<file path="src/sps_pkg.sv">
// Shared types and constants for the scratch page slot allocator.
// Request/response structs, command and status codes, register map, bit search.
// No dependencies.
package sps_pkg;

  localparam int unsigned VaW   = 48;  // virtual address width
  localparam int unsigned PaW   = 52;  // physical address width
  localparam int unsigned WordW = 64;  // bitmap word width
  localparam int unsigned BitW  = 6;   // bit index within a word
  localparam int unsigned PageW = 12;  // 4 KiB page offset bits
  localparam int unsigned PteW  = 3;   // 8-byte entry offset bits
  localparam int unsigned CfgDw = 64;  // config data width
  localparam int unsigned CfgAw = 4;   // config address width

  localparam logic [VaW-1:0] VirtBaseReset  = 48'h00_7FC0_0000_00;
  localparam logic [PaW-1:0] TableBaseReset = '0;
  localparam logic [PaW-1:0] EntryFlags     = 52'd3;  // present | writable

  typedef enum logic [1:0] {
    CMD_ALLOC    = 2'd0,
    CMD_FREE     = 2'd1,
    CMD_REASSIGN = 2'd2,
    CMD_NOP      = 2'd3
  } sps_cmd_e;

  typedef enum logic [1:0] {
    ST_OK    = 2'd0,
    ST_FULL  = 2'd1,
    ST_RANGE = 2'd2,
    ST_ALIGN = 2'd3
  } sps_status_e;

  // Register select is paddr bit 3 (registers at byte offsets 0 and 8).
  typedef enum logic {
    REG_VIRT_BASE  = 1'b0,
    REG_TABLE_BASE = 1'b1
  } sps_reg_e;

  typedef struct packed {
    sps_cmd_e          cmd;
    logic [VaW-1:0]    page_addr;
    logic [PaW-1:0]    phys_addr;
  } sps_req_t;

  typedef struct packed {
    sps_status_e       status;
    logic [VaW-1:0]    virt_addr;
    logic              entry_write;
    logic [PaW-1:0]    entry_addr;
    logic [PaW-1:0]    entry_value;
    logic              invalidate;
  } sps_rsp_t;

  // Index of the lowest clear bit; only meaningful when the word has one.
  function automatic logic [BitW-1:0] first_zero(input logic [WordW-1:0] w);
    logic [BitW-1:0] idx;
    idx = '0;
    for (int i = WordW - 1; i >= 0; i--) begin
      if (!w[i]) idx = BitW'(i);
    end
    return idx;
  endfunction

endpackage

</file>
<file path="src/scratch_page_slot_allocator.sv">
// Scratch page slot allocator top level: command sequencer around the bitmap.
// Depends on sps_pkg, sps_map_ram and sps_apb_regs.
//
// Usage: requests arrive on in_req_i (valid/stall), one response per request
// leaves on out_rsp_o (valid/stall). Allocate claims the lowest free slot and
// returns its virtual address plus the entry write and invalidate to issue;
// free clears a slot; reassign rewrites an entry. Config (virt_base,
// table_base) sits on the APB port at byte offsets 0 and 8; the user must
// write it only while the block is idle, which the block does not enforce.
// Each request goes through decode, then for allocate and free a bitmap
// read and update/write back (allocate reads on past each full word), then
// address build for allocate and reassign, then the response hand-off;
// rejected or unused commands go from decode to hand-off. One request is
// worked on at a time; the next can be accepted at the hand-off.
// A first-fit hint (all words below it are full) usually lets allocate hit
// on its first read; a full answer comes from decode or from the last word read.
// Reset: registers go to their defaults and the bitmap is cleared, one word per
// cycle over all TABLE_COUNT*8 words; in_stall_o is high until done.
// A stalled response is held in the output register; the next request can
// still be accepted and worked on, and waits at hand-off until it drains.
module scratch_page_slot_allocator #(
  parameter int unsigned TABLE_COUNT = 1
) (
  input  logic                      clk_i,
  input  logic                      rst_ni,
  // request channel
  input  logic                      in_valid_i,
  output logic                      in_stall_o,
  input  sps_pkg::sps_req_t         in_req_i,
  // response channel
  output logic                      out_valid_o,
  input  logic                      out_stall_i,
  output sps_pkg::sps_rsp_t         out_rsp_o,
  // config port
  input  logic                      psel,
  input  logic                      penable,
  input  logic                      pwrite,
  input  logic [sps_pkg::CfgAw-1:0] paddr,
  input  logic [sps_pkg::CfgDw-1:0] pwdata,
  output logic [sps_pkg::CfgDw-1:0] prdata,
  output logic                      pready
);
  import sps_pkg::*;

  localparam int unsigned Words     = TABLE_COUNT * 8;
  localparam int unsigned SlotCount = TABLE_COUNT * 512;
  localparam int unsigned WW        = (Words > 1) ? $clog2(Words) : 1;
  localparam int unsigned HW        = $clog2(Words + 1);
  localparam int unsigned SW        = WW + BitW;
  localparam int unsigned PnW       = VaW - PageW;  // page number width

  typedef enum logic [2:0] {
    S_CLEAR,
    S_IDLE,
    S_DEC,
    S_MOD,
    S_ADDR,
    S_DONE
  } state_e;

  state_e          state_q, state_d;
  logic [WW-1:0]   clr_q, clr_d;
  logic [HW-1:0]   hint_q, hint_d;    // words below hint are all full
  logic            out_valid_q, out_valid_d;
  sps_rsp_t        out_q, out_d;
  sps_req_t        req_q, req_d;
  sps_rsp_t        res_q, res_d;
  logic [SW-1:0]   slot_q, slot_d;
  logic [WW-1:0]   word_q, word_d;

  logic [VaW-1:0]   virt_base;
  logic [PaW-1:0]   table_base;

  // bitmap port
  logic             ram_we, ram_re;
  logic [WW-1:0]    ram_waddr, ram_raddr;
  logic [WordW-1:0] ram_wdata, ram_rdata;

  // decode helpers
  logic [VaW-1:0]   offset;
  logic [PnW-1:0]   page_num;
  logic             in_range, misaligned;
  logic [BitW-1:0]  free_bit;
  logic [WordW-1:0] bit_mask, set_word;
  logic             push_ok, accept;

  sps_apb_regs u_regs (
    .clk_i        (clk_i),
    .rst_ni       (rst_ni),
    .psel         (psel),
    .penable      (penable),
    .pwrite       (pwrite),
    .paddr        (paddr),
    .pwdata       (pwdata),
    .prdata       (prdata),
    .pready       (pready),
    .virt_base_o  (virt_base),
    .table_base_o (table_base)
  );

  sps_map_ram #(
    .Depth (Words),
    .AddrW (WW)
  ) u_map (
    .clk_i   (clk_i),
    .we_i    (ram_we),
    .waddr_i (ram_waddr),
    .wdata_i (ram_wdata),
    .re_i    (ram_re),
    .raddr_i (ram_raddr),
    .rdata_o (ram_rdata)
  );

  assign offset     = req_q.page_addr - virt_base;
  assign page_num   = offset[VaW-1:PageW];
  assign in_range   = page_num < PnW'(SlotCount);
  assign misaligned = |req_q.phys_addr[PageW-1:0];
  assign free_bit   = first_zero(ram_rdata);
  assign bit_mask   = (req_q.cmd == CMD_ALLOC) ? (WordW'(1) << free_bit)
                                               : (WordW'(1) << slot_q[BitW-1:0]);
  assign set_word   = ram_rdata | bit_mask;

  // output register can take a new response this cycle
  assign push_ok    = !out_valid_q || !out_stall_i;
  assign in_stall_o = !((state_q == S_IDLE) || ((state_q == S_DONE) && push_ok));
  assign accept     = in_valid_i && !in_stall_o;

  always_comb begin
    state_d     = state_q;
    clr_d       = clr_q;
    hint_d      = hint_q;
    out_valid_d = out_valid_q && out_stall_i;
    out_d       = out_q;
    req_d       = req_q;
    res_d       = res_q;
    slot_d      = slot_q;
    word_d      = word_q;
    ram_we      = 1'b0;
    ram_waddr   = word_q;
    ram_wdata   = set_word;
    ram_re      = 1'b0;

    if (accept) req_d = in_req_i;

    unique case (state_q)
      S_CLEAR: begin
        ram_we    = 1'b1;
        ram_waddr = clr_q;
        ram_wdata = '0;
        clr_d     = clr_q + WW'(1);
        if (clr_q == WW'(Words - 1)) state_d = S_IDLE;
      end
      S_IDLE: begin
        if (accept) state_d = S_DEC;
      end
      S_DEC: begin
        res_d   = '0;
        slot_d  = page_num[SW-1:0];
        state_d = S_DONE;
        case (req_q.cmd)
          CMD_ALLOC: begin
            if (misaligned) begin
              res_d.status = ST_ALIGN;
            end else if (hint_q == HW'(Words)) begin
              res_d.status = ST_FULL;
            end else begin
              word_d  = hint_q[WW-1:0];
              ram_re  = 1'b1;
              state_d = S_MOD;
            end
          end
          CMD_FREE: begin
            if (!in_range) begin
              res_d.status = ST_RANGE;
            end else begin
              word_d  = page_num[SW-1:BitW];
              ram_re  = 1'b1;
              state_d = S_MOD;
            end
          end
          CMD_REASSIGN: begin
            if (!in_range) begin
              res_d.status = ST_RANGE;
            end else if (misaligned) begin
              res_d.status = ST_ALIGN;
            end else begin
              state_d = S_ADDR;
            end
          end
          default: res_d = '0;
        endcase
      end
      S_MOD: begin
        // read data for word_q is valid; the next request reads only after passing
        // S_DONE and S_DEC, after this write, so no bypass is needed
        if (req_q.cmd == CMD_FREE) begin
          ram_we    = 1'b1;
          ram_wdata = ram_rdata & ~bit_mask;
          if (HW'(word_q) < hint_q) hint_d = HW'(word_q);
          res_d     = '0;
          state_d   = S_DONE;
        end else if (&ram_rdata) begin
          // word full: move the hint past it and try the next one
          hint_d = HW'(word_q) + HW'(1);
          if (HW'(word_q) + HW'(1) == HW'(Words)) begin
            res_d.status = ST_FULL;
            state_d      = S_DONE;
          end else begin
            word_d = word_q + WW'(1);
            ram_re = 1'b1;
          end
        end else begin
          ram_we  = 1'b1;
          slot_d  = {word_q, free_bit};
          hint_d  = (&set_word) ? HW'(word_q) + HW'(1) : HW'(word_q);
          state_d = S_ADDR;
        end
      end
      S_ADDR: begin
        res_d.status      = ST_OK;
        res_d.virt_addr   = virt_base + (VaW'(slot_q) << PageW);
        res_d.entry_write = 1'b1;
        res_d.entry_addr  = table_base + (PaW'(slot_q) << PteW);
        res_d.entry_value = req_q.phys_addr | EntryFlags;
        res_d.invalidate  = 1'b1;
        state_d           = S_DONE;
      end
      S_DONE: begin
        if (push_ok) begin
          out_valid_d = 1'b1;
          out_d       = res_q;
          state_d     = accept ? S_DEC : S_IDLE;
        end
      end
      default: state_d = S_IDLE;
    endcase

    // read address follows the word picked above
    ram_raddr = word_d;
  end

  always_ff @(posedge clk_i or negedge rst_ni) begin
    if (!rst_ni) begin
      state_q     <= S_CLEAR;
      clr_q       <= '0;
      hint_q      <= '0;
      out_valid_q <= 1'b0;
    end else begin
      state_q     <= state_d;
      clr_q       <= clr_d;
      hint_q      <= hint_d;
      out_valid_q <= out_valid_d;
    end
  end

  always_ff @(posedge clk_i) begin
    out_q  <= out_d;
    req_q  <= req_d;
    res_q  <= res_d;
    slot_q <= slot_d;
    word_q <= word_d;
  end

  assign out_valid_o = out_valid_q;
  assign out_rsp_o   = out_q;

endmodule

</file>
<file path="src/sps_map_ram.sv">
// Slot bitmap storage: one write port, one read port, registered read data.
// Depends on sps_pkg for the word width.
module sps_map_ram #(
  parameter int unsigned Depth = 8,
  parameter int unsigned AddrW = 3
) (
  input  logic                      clk_i,
  input  logic                      we_i,
  input  logic [AddrW-1:0]          waddr_i,
  input  logic [sps_pkg::WordW-1:0] wdata_i,
  input  logic                      re_i,
  input  logic [AddrW-1:0]          raddr_i,
  output logic [sps_pkg::WordW-1:0] rdata_o
);
  import sps_pkg::*;

  logic [WordW-1:0] mem [Depth];
  logic [WordW-1:0] rdata_q;

  always_ff @(posedge clk_i) begin
    if (we_i) begin
      mem[waddr_i] <= wdata_i;
    end
    if (re_i) begin
      rdata_q <= mem[raddr_i];
    end
  end

  assign rdata_o = rdata_q;

endmodule

</file>
<file path="src/sps_apb_regs.sv">
// APB register file: virtual base of slot zero and base of the entry tables.
// Depends on sps_pkg for the register map and reset values.
module sps_apb_regs (
  input  logic                      clk_i,
  input  logic                      rst_ni,
  input  logic                      psel,
  input  logic                      penable,
  input  logic                      pwrite,
  input  logic [sps_pkg::CfgAw-1:0] paddr,
  input  logic [sps_pkg::CfgDw-1:0] pwdata,
  output logic [sps_pkg::CfgDw-1:0] prdata,
  output logic                      pready,
  output logic [sps_pkg::VaW-1:0]   virt_base_o,
  output logic [sps_pkg::PaW-1:0]   table_base_o
);
  import sps_pkg::*;

  logic [VaW-1:0] virt_base_q, virt_base_d;
  logic [PaW-1:0] table_base_q, table_base_d;
  sps_reg_e       sel;
  logic           wr_en;

  assign sel    = sps_reg_e'(paddr[3]);
  assign wr_en  = psel && penable && pwrite;
  assign pready = 1'b1;

  always_comb begin
    virt_base_d  = virt_base_q;
    table_base_d = table_base_q;
    prdata       = '0;
    unique case (sel)
      REG_VIRT_BASE: begin
        prdata = CfgDw'(virt_base_q);
        if (wr_en) virt_base_d = pwdata[VaW-1:0];
      end
      REG_TABLE_BASE: begin
        prdata = CfgDw'(table_base_q);
        if (wr_en) table_base_d = pwdata[PaW-1:0];
      end
      default: prdata = '0;
    endcase
  end

  always_ff @(posedge clk_i or negedge rst_ni) begin
    if (!rst_ni) begin
      virt_base_q  <= VirtBaseReset;
      table_base_q <= TableBaseReset;
    end else begin
      virt_base_q  <= virt_base_d;
      table_base_q <= table_base_d;
    end
  end

  assign virt_base_o  = virt_base_q;
  assign table_base_o = table_base_q;

endmodule

</file>
<file path="config.mk">
export PLATFORM = sky130hd
export DESIGN_NAME = scratch_page_slot_allocator
export DESIGN_NICKNAME = d
export VERILOG_FILES = /design/src/sps_pkg.sv /design/src/scratch_page_slot_allocator.sv /design/src/sps_map_ram.sv /design/src/sps_apb_regs.sv
export SDC_FILE = /design/constraint.sdc
export NUM_CORES = 2
export LEC_CHECK = 0
export ABC_AREA = 1
export BUFFER_PORTS_ARGS = -buffer_cell sky130_fd_sc_hd__buf_2
export CORE_ASPECT_RATIO = 0.7
export CORE_MARGIN = 3
export CORE_UTILIZATION = 30
export DETAILED_ROUTE_END_ITERATION = 8
export HOLD_SLACK_MARGIN = 0.02
export PLACE_DENSITY_LB_ADDON = 0.12
export SLEW_MARGIN = 20
export SYNTH_ARGS = -nofsm -noshare
export SYNTH_HDL_FRONTEND = slang
export SYNTH_SLANG_ARGS = --single-unit
</file>
<file path="constraint.sdc">
create_clock -name clk_i -period 12 [get_ports clk_i]
set_clock_uncertainty 0.05 [all_clocks]
set_input_delay 1.2 -clock clk_i [delete_from_list [all_inputs] [get_ports clk_i]]
set_output_delay 1.2 -clock clk_i [all_outputs]
set_load 0.05 [all_outputs]
</file>
=== Word-level counts from Yosys, hierarchy flattened ===
Memory sizes are Yosys's and may differ from the RTL's. A register that Yosys moved wholly into a read port is not among the register bits.
Index checks and enable logic that the tools add are counted.

* Register bits after elaboration: 537
* Memory bits (writable): 512
* Input port bits: 177
* Output and inout bits: 223
* Logic and storage cells: 207
* Memories kept: 1

* Add/subtract/negate cells: 6
* Magnitude comparators: 2
* Equality and inequality tests: 20
* Shift operators: 2
* Multiplexer cells: 124
* Bitwise gates (word level): 4
* Reduce and logical (&&, ||, !) cells: 25

{| class="wikitable"
|+ Memories
! name !! depth !! bits a word !! rd ports !! clocked after memory_dff !! write ports !! RTL line !! RTL
|-
| u_map.mem || 8 || 64 || 1 || 1 || 1 || sps_map_ram.sv:17 || <nowiki>logic [WordW-1:0] mem [Depth];</nowiki>
|}

{| class="wikitable"
|+ Operators by type and width
! kind !! count
|-
| one-hot mux 156 bit (3 select lines) || 1
|-
| 2-to-1 mux 6 bit || 64
|-
| one-hot mux 64 bit (2 select lines) || 2
|-
| 2-to-1 mux 154 bit || 1
|-
| 2-to-1 mux 64 bit || 2
|-
| AND reduction 64 bit || 2
|-
| left shift 1 x 6 -> 64 bit, first input constant || 2
|-
| bitwise AND 64 bit || 1
|-
| NOT 64 bit || 1
|-
| bitwise OR 64 bit || 1
|-
| adder 52 x 12 -> 52 bit || 1
|-
| adder 48 x 21 -> 48 bit || 1
|-
| 2-to-1 mux 3 bit || 16
|-
| subtractor 48 bit || 1
|-
| < comparator 36 x 10 -> 1 bit, second input constant || 1
|-
| 2-to-1 mux 9 bit || 2
|-
| one-hot mux 3 bit (6 select lines) || 1
|-
| one-hot mux 9 bit (2 select lines) || 1
|-
| 2-to-1 mux 2 bit || 8
|-
| 2-to-1 mux 4 bit || 4
|-
| 2-to-1 mux 1 bit || 15
|-
| inequality test 2 bit, second input constant || 6
|-
| one-hot mux 3 bit (2 select lines) || 2
|-
| OR reduction 12 bit || 1
|-
| 26 further kinds || 46
|}

=== Longest topological paths before layout ===
* Word-level depth: 71
* Depth in mapped cells: 79
* Depth with buffers taken out: 79

=== Cells and area by module ===
A second synthesis with hierarchy kept.

* Cell total of the unflattened synthesis: 5232
* Area, all modules: 50658.6 µm²

{| class="wikitable"
|+ By module, submodules not included
! module !! times used !! cells an instance !! area each (µm²) !! sequential area each (µm²)
|-
| sps_map_ram || 1 || 2294 || 24298.3 || 17296.6
|-
| scratch_page_slot_allocator || 1 || 2323 || 21673.3 || 12857.3
|-
| sps_apb_regs || 1 || 615 || 4687.0 || 2513.7
|}

=== Worst setup path after synthesis ===
No wires, ideal clock.

* Path type: input-to-reg
* Start point: input port out_stall_i
* End point: register state_q[1]
* Library setup time: 0.089 ns
* Arrival: 12.187 ns
* Required time: 11.861 ns
* Path slack: -0.326 ns
* Stages: 5
* Path buffers: 0
* Path through: a21oi_1 > o21ai_0 > inv_1 > a221oi_1 > o21ai_0

* Word-level cells in the longest chain between the ends: 8
* Elaborated cells on any way between the ends: 11
* Classes of those cells: eq/ne: 2; mux: 3; reduce/logical: 6

{| class="wikitable"
|+ RTL lines
! item !! RTL line !! RTL
|-
| from (decl) || scratch_page_slot_allocator.sv:32 || <nowiki>input logic out_stall_i,</nowiki>
|-
| zero test 1 bit (*) || scratch_page_slot_allocator.sv:124 || <nowiki>assign push_ok = !out_valid_q || !out_stall_i;</nowiki>
|-
| logical OR 1 bit (*) || scratch_page_slot_allocator.sv:124 ||
|-
| logical AND 1 bit (*) || scratch_page_slot_allocator.sv:125 || <nowiki>assign in_stall_o = !((state_q == S_IDLE) || ((state_q == S_DONE) && push_ok));</nowiki>
|-
| logical OR 1 bit (*) || scratch_page_slot_allocator.sv:125 ||
|-
| logical AND 1 bit (*) || scratch_page_slot_allocator.sv:126 || <nowiki>assign accept = in_valid_i && !in_stall_o;</nowiki>
|-
| named net accept || scratch_page_slot_allocator.sv:85 || <nowiki>logic push_ok, accept;</nowiki>
|-
| 2-to-1 mux 2 bit || scratch_page_slot_allocator.sv:232 || <nowiki>state_d = accept ? S_DEC : S_IDLE;</nowiki>
|-
| 2-to-1 mux 3 bit || scratch_page_slot_allocator.sv:229 || <nowiki>if (push_ok) begin</nowiki>
|-
| one-hot mux 3 bit (6 select lines) || scratch_page_slot_allocator.sv:145 || <nowiki>unique case (state_q)</nowiki>
|-
| to (signal assigned) || scratch_page_slot_allocator.sv:249 || <nowiki>state_q <= state_d;</nowiki>
|-
| to (decl) || scratch_page_slot_allocator.sv:61 || <nowiki>state_e state_q, state_d;</nowiki>
|}

The timed path passes the listed nets; every way through them passes the cells marked *. The select of a mux whose other input is x is not followed.
A chain may end at the register's enable or synchronous reset.

=== Worst setup path after layout ===
* Start point: register u_regs.virt_base_q[2] (netlist: u_regs.virt_base_o[2])
* End point: register u_map.rdata_q[21] (netlist: u_map.rdata_o[21]), read port of u_map.mem, data pin

* Word-level cells in the longest chain between the ends: 5
* Elaborated cells on any way between the ends: 8
* Classes of those cells: add/sub: 1; order compare: 1; mux: 6

{| class="wikitable"
|+ RTL lines
! item !! RTL line !! RTL
|-
| from (decl) || sps_apb_regs.sv:18 || <nowiki>logic [VaW-1:0] virt_base_q, virt_base_d;</nowiki>
|-
| from (signal assigned) || sps_apb_regs.sv:46 || <nowiki>virt_base_q <= VirtBaseReset;</nowiki>
|-
| from (signal assigned) || sps_apb_regs.sv:49 || <nowiki>virt_base_q <= virt_base_d;</nowiki>
|-
| subtractor 48 bit (*) || scratch_page_slot_allocator.sv:114 || <nowiki>assign offset = req_q.page_addr - virt_base;</nowiki>
|-
| < comparator 36 x 10 -> 1 bit || scratch_page_slot_allocator.sv:116 || <nowiki>assign in_range = page_num < PnW'(SlotCount);</nowiki>
|-
| 2-to-1 mux 3 bit or 2-to-1 mux 1 bit (tied branches) || scratch_page_slot_allocator.sv:173 || <nowiki>if (!in_range) begin</nowiki>
|-
| one-hot mux 3 bit (2 select lines) or one-hot mux 1 bit (2 select lines) (tied branches) || scratch_page_slot_allocator.sv:160 || <nowiki>case (req_q.cmd)</nowiki>
|-
| one-hot mux 3 bit (2 select lines) or one-hot mux 1 bit (2 select lines) (tied branches) || scratch_page_slot_allocator.sv:145 ||
|-
| to (decl) || sps_map_ram.sv:18 || <nowiki>logic [WordW-1:0] rdata_q;</nowiki>
|}

Every way passes the cells marked *; elsewhere a longest branch is shown, timed or not.

==> flow_summary.yaml <==
clock_network:
  tritoncts: "yes"
  cts_resized: 0
  ctsRootBufferMaster: "clkbuf_16"
  hold_buffers: 0
  cts.clk_slew.worst_paths_ns: 0.06
  cts.sinks: 1107
  cts_max_path_buffers: 3
  cts_setup_buffers: 0
  insertion_delay_ns: 0.76
  numCtsBuffers: 115
  cts_max_level: 3
timing:
  drv_slew: 0
  tightest_slew_ns: 1.11
  hold_viol: 0
  max_slew_margin_pct: 25.8
  grt_setup_unrepaired: "no"
  max_freq_ghz: 0.118
  finalSetupTns_ns: 0
  finalSetupViolations: 0
  timing.final.crit_share_pct: 70.3
  layout_min_cycle_time_ns: 8.44
floorplanning:
  die_x_um: 496
  dieHeight_um: 349
  io_pins: 400
  dieArea_um2: 173000
  rows: 125
  initial_core_util_pct: 30.3
  fp.coreArea_um2: 167000
hold_path:
  min_from: "res_q[80]"
  holdPathStages: 0
  holdPathEnd: "out_rsp_o[80]"
  hp-class: "reg2reg"
power:
  peakVddDrop_uv: 192
  p_leak_uw: 0.0239
  power_density_nw_per_um2: 270
critical_path:
  worst-endpoint-required_ns: 12.43
  r2r_cells: 46
  path_class: "reg2reg"
  worst_path_max_delay_cell: "buf_12"
  path_common_cell: "nand2_1"
  worstPathMaxFanout: 130
  reg2reg_slack_ns: 3.56
  cpPeakStageDelay_ns: 0.57
  end_kind: "flip-flop"
  startpoint_type: "flip-flop"
  critPathArrivalTime_ns: 8.87
  r2r_start: "u_regs.virt_base_o[2]"
  timing.rr.end: "u_map.rdata_o[21]"
grt:
  grt_pass1_wl_um: 226000
  use_met1_pct: 27.3
  use_met2_pct: 25.5
  grt.busiest_layer: "met1"
  overflow: 0
  antenna_found_initial: 32
  grtUsageMet3_pct: 2.89
  grt_pass1_vias: 31843
  grt_start_max_net_pins: 152
  gr-usage-all-layers_pct: 17.6
job:
  max-cap-violations: 0
routing:
  dr.pass1.iters: 5
  via_count: 34193
  drc_errors: 0
  routed_wirelength_um: 155000
  ant_nets: 0
  drtIter0Drc: 2766
  routedWlPerCell_um: 20.8
  viasPerCell: 4.58
synthesis:
  synthTopCellsByArea: "edfxtp_1 (59%), nand2_1 (9.3%), dfrtp_1 (5.1%)"
  synth-seq-cells: 1107
  syn_avg_cell_area_um2: 10.5
  ys_async_sr_fraction_pct: 10.0
  post-synth-top-area-cell: "edfxtp_1"
  ys_types: 69
  ys.flop_type: "edfxtp_1"
  ys.warnings.count: 0
  yosysTopAreaCellShare_pct: 59.1
  synth_edf_count: 993
  postSynthCellCount: 4811
  syn_area_um2: 50500
  ys_seq_area_share_pct: 64.7
finish:
  layout-drive-gt1-share_pct: 13.1
  layoutNonFillerInstCount: 7465
  layout.nets: 5386
  syn2layout_area_growth_pct: 15.3
placed_design:
  dp.cells: 7243
  numPortBuffers: 371
  finalWeightedCongestion: 0.854
  dp_hpwl_um: 99500
outcome:
  status: "finished clean"
[synthesized netlist by cell type, drive strengths merged (3+ instances only)]
cell,count
o311ai,4
nand4,17
xnor2,13
o21bai,6
dfxtp,3
a21boi,4
o31ai,6
edfxtp,993
or2,8
clkbuf,77
nand3,388
dfrtp,102
inv,677
ha,69
clkinv,6
nand2,1288
o21ai,228
o211ai,3
xor2,24
dfstp,9
buf,130
a221oi,3
mux2,3
a21oi,120
and3,3
nor3,52
dlygate4sd1,10
a31oi,11
nand3b,257
nor4,28
nor2,245
[sequential cells by signal, summed over array words and instances (netlist names), 3 cells and up]
| signal | cells |
|---|---|
| u_regs.table_base_o | 52 |
| u_regs.virt_base_o | 48 |
| slot_q | 9 |
| clr_q | 3 |
| req_q | 102 |
| u_map.rdata_o | 64 |
| state_q | 3 |
| hint_q | 4 |
| word_q | 3 |
| res_q | 153 |
| u_map.mem | 512 |
| out_rsp_o | 153 |
[cells in the final DEF, fill, tap and decap left out, drive strengths merged, types with 8 or more instances in the layout]
cell,n
nand2,1288
conb,13
inv,679
xnor2,13
dfstp,9
clkbuf,141
nand4,17
a31oi,11
edfxtp,993
buf,416
xor2,24
nand3b,257
nor2,245
nand3,388
dfrtp,102
or2,8
clkinv,59
nor4,28
ha,69
nor3,52
bufinv,14
o21ai,228
a21oi,120
[layout make-up]
type / instances / area (µm²)
Sequential cell: 1107 / 32700
Tap cell: 2222 / 2780
Fill cell: 16779 / 108000
Timing Repair Buffer: 416 / 2220
Clock inverter: 76 / 855
Multi-Input combinational cell: 2815 / 14000
Inverter: 683 / 2580
Clock buffer: 141 / 3030
Antenna cell: 5 / 12.5
[logic make-up (layout without fill, tap and decap cells)]
logic type / Yosys count / after routing / synth area share [%]
xor+xnor: 37 / 37 / 0.642
mux: 3 / 3 / 0.0669
fa+ha+maj: 71 / 71 / 1.79
flops: 1107 / 1107 / 64.7
simple gates: 2290 / 2290 / 20.6
other cells: 2 / 18 / 0.0149
buf+inv: 900 / 1316 / 7.79
compound gates: 401 / 401 / 4.40
[critical path: cells and delay by family, from the launching register on]
kind            cells  cell delay (ns)
fa+ha+maj           1             0.29
flops               1             0.39
xor+xnor            1             0.16
compound gates     18             3.11
simple gates       20             2.24
buf+inv             6             1.86
[metal layers]
layer  up-vias  share of wire [%]
li1      16712                  -
met1     16449                 51
met2       824                 43
met3       206                4.9
met4         2                1.9
met5         -             0.0084
[per-stage QoR]
stage	hold slack (ns)	area, µm²	total power, µW	setup WS, ns	utilization (%)
6_report	0.360	58200	15700	3.56	34.9
5_1_grt	0.373	58200	16800	2.75	34.9
4_1_cts	0.369	58200	15900	3.36	34.9
3_5_place_dp	0.355	54300	12200	3.40	32.6
3_3_place_gp	0.350	54300	12200	3.41	32.6
2_1_floorplan	0.350	50500	10400	2.18	-
[worst max path at each step]
stage	from	cells after the start	to	slack, ns
final	u_regs.virt_base_o[2]	46	u_map.rdata_o[21]	3.56
after detailed placement	u_regs.virt_base_o[2]	47	u_map.rdata_o[21]	3.40
after floorplan	u_regs.virt_base_o[2]	49	u_map.rdata_o[0]	2.18
after global placement	u_regs.virt_base_o[2]	47	u_map.rdata_o[21]	3.41
after CTS	u_regs.virt_base_o[2]	47	u_map.rdata_o[21]	3.36
after global routing	u_regs.virt_base_o[2]	48	u_map.rdata_o[61]	2.75
[power breakdown]
part	switching (µW)	internal [µW]	leakage, µW
clock	1600	2100	0.00187
sequential	273	5710	0.0106
combinational	4560	1460	0.0115
Power figures use the tool's default switching activity.
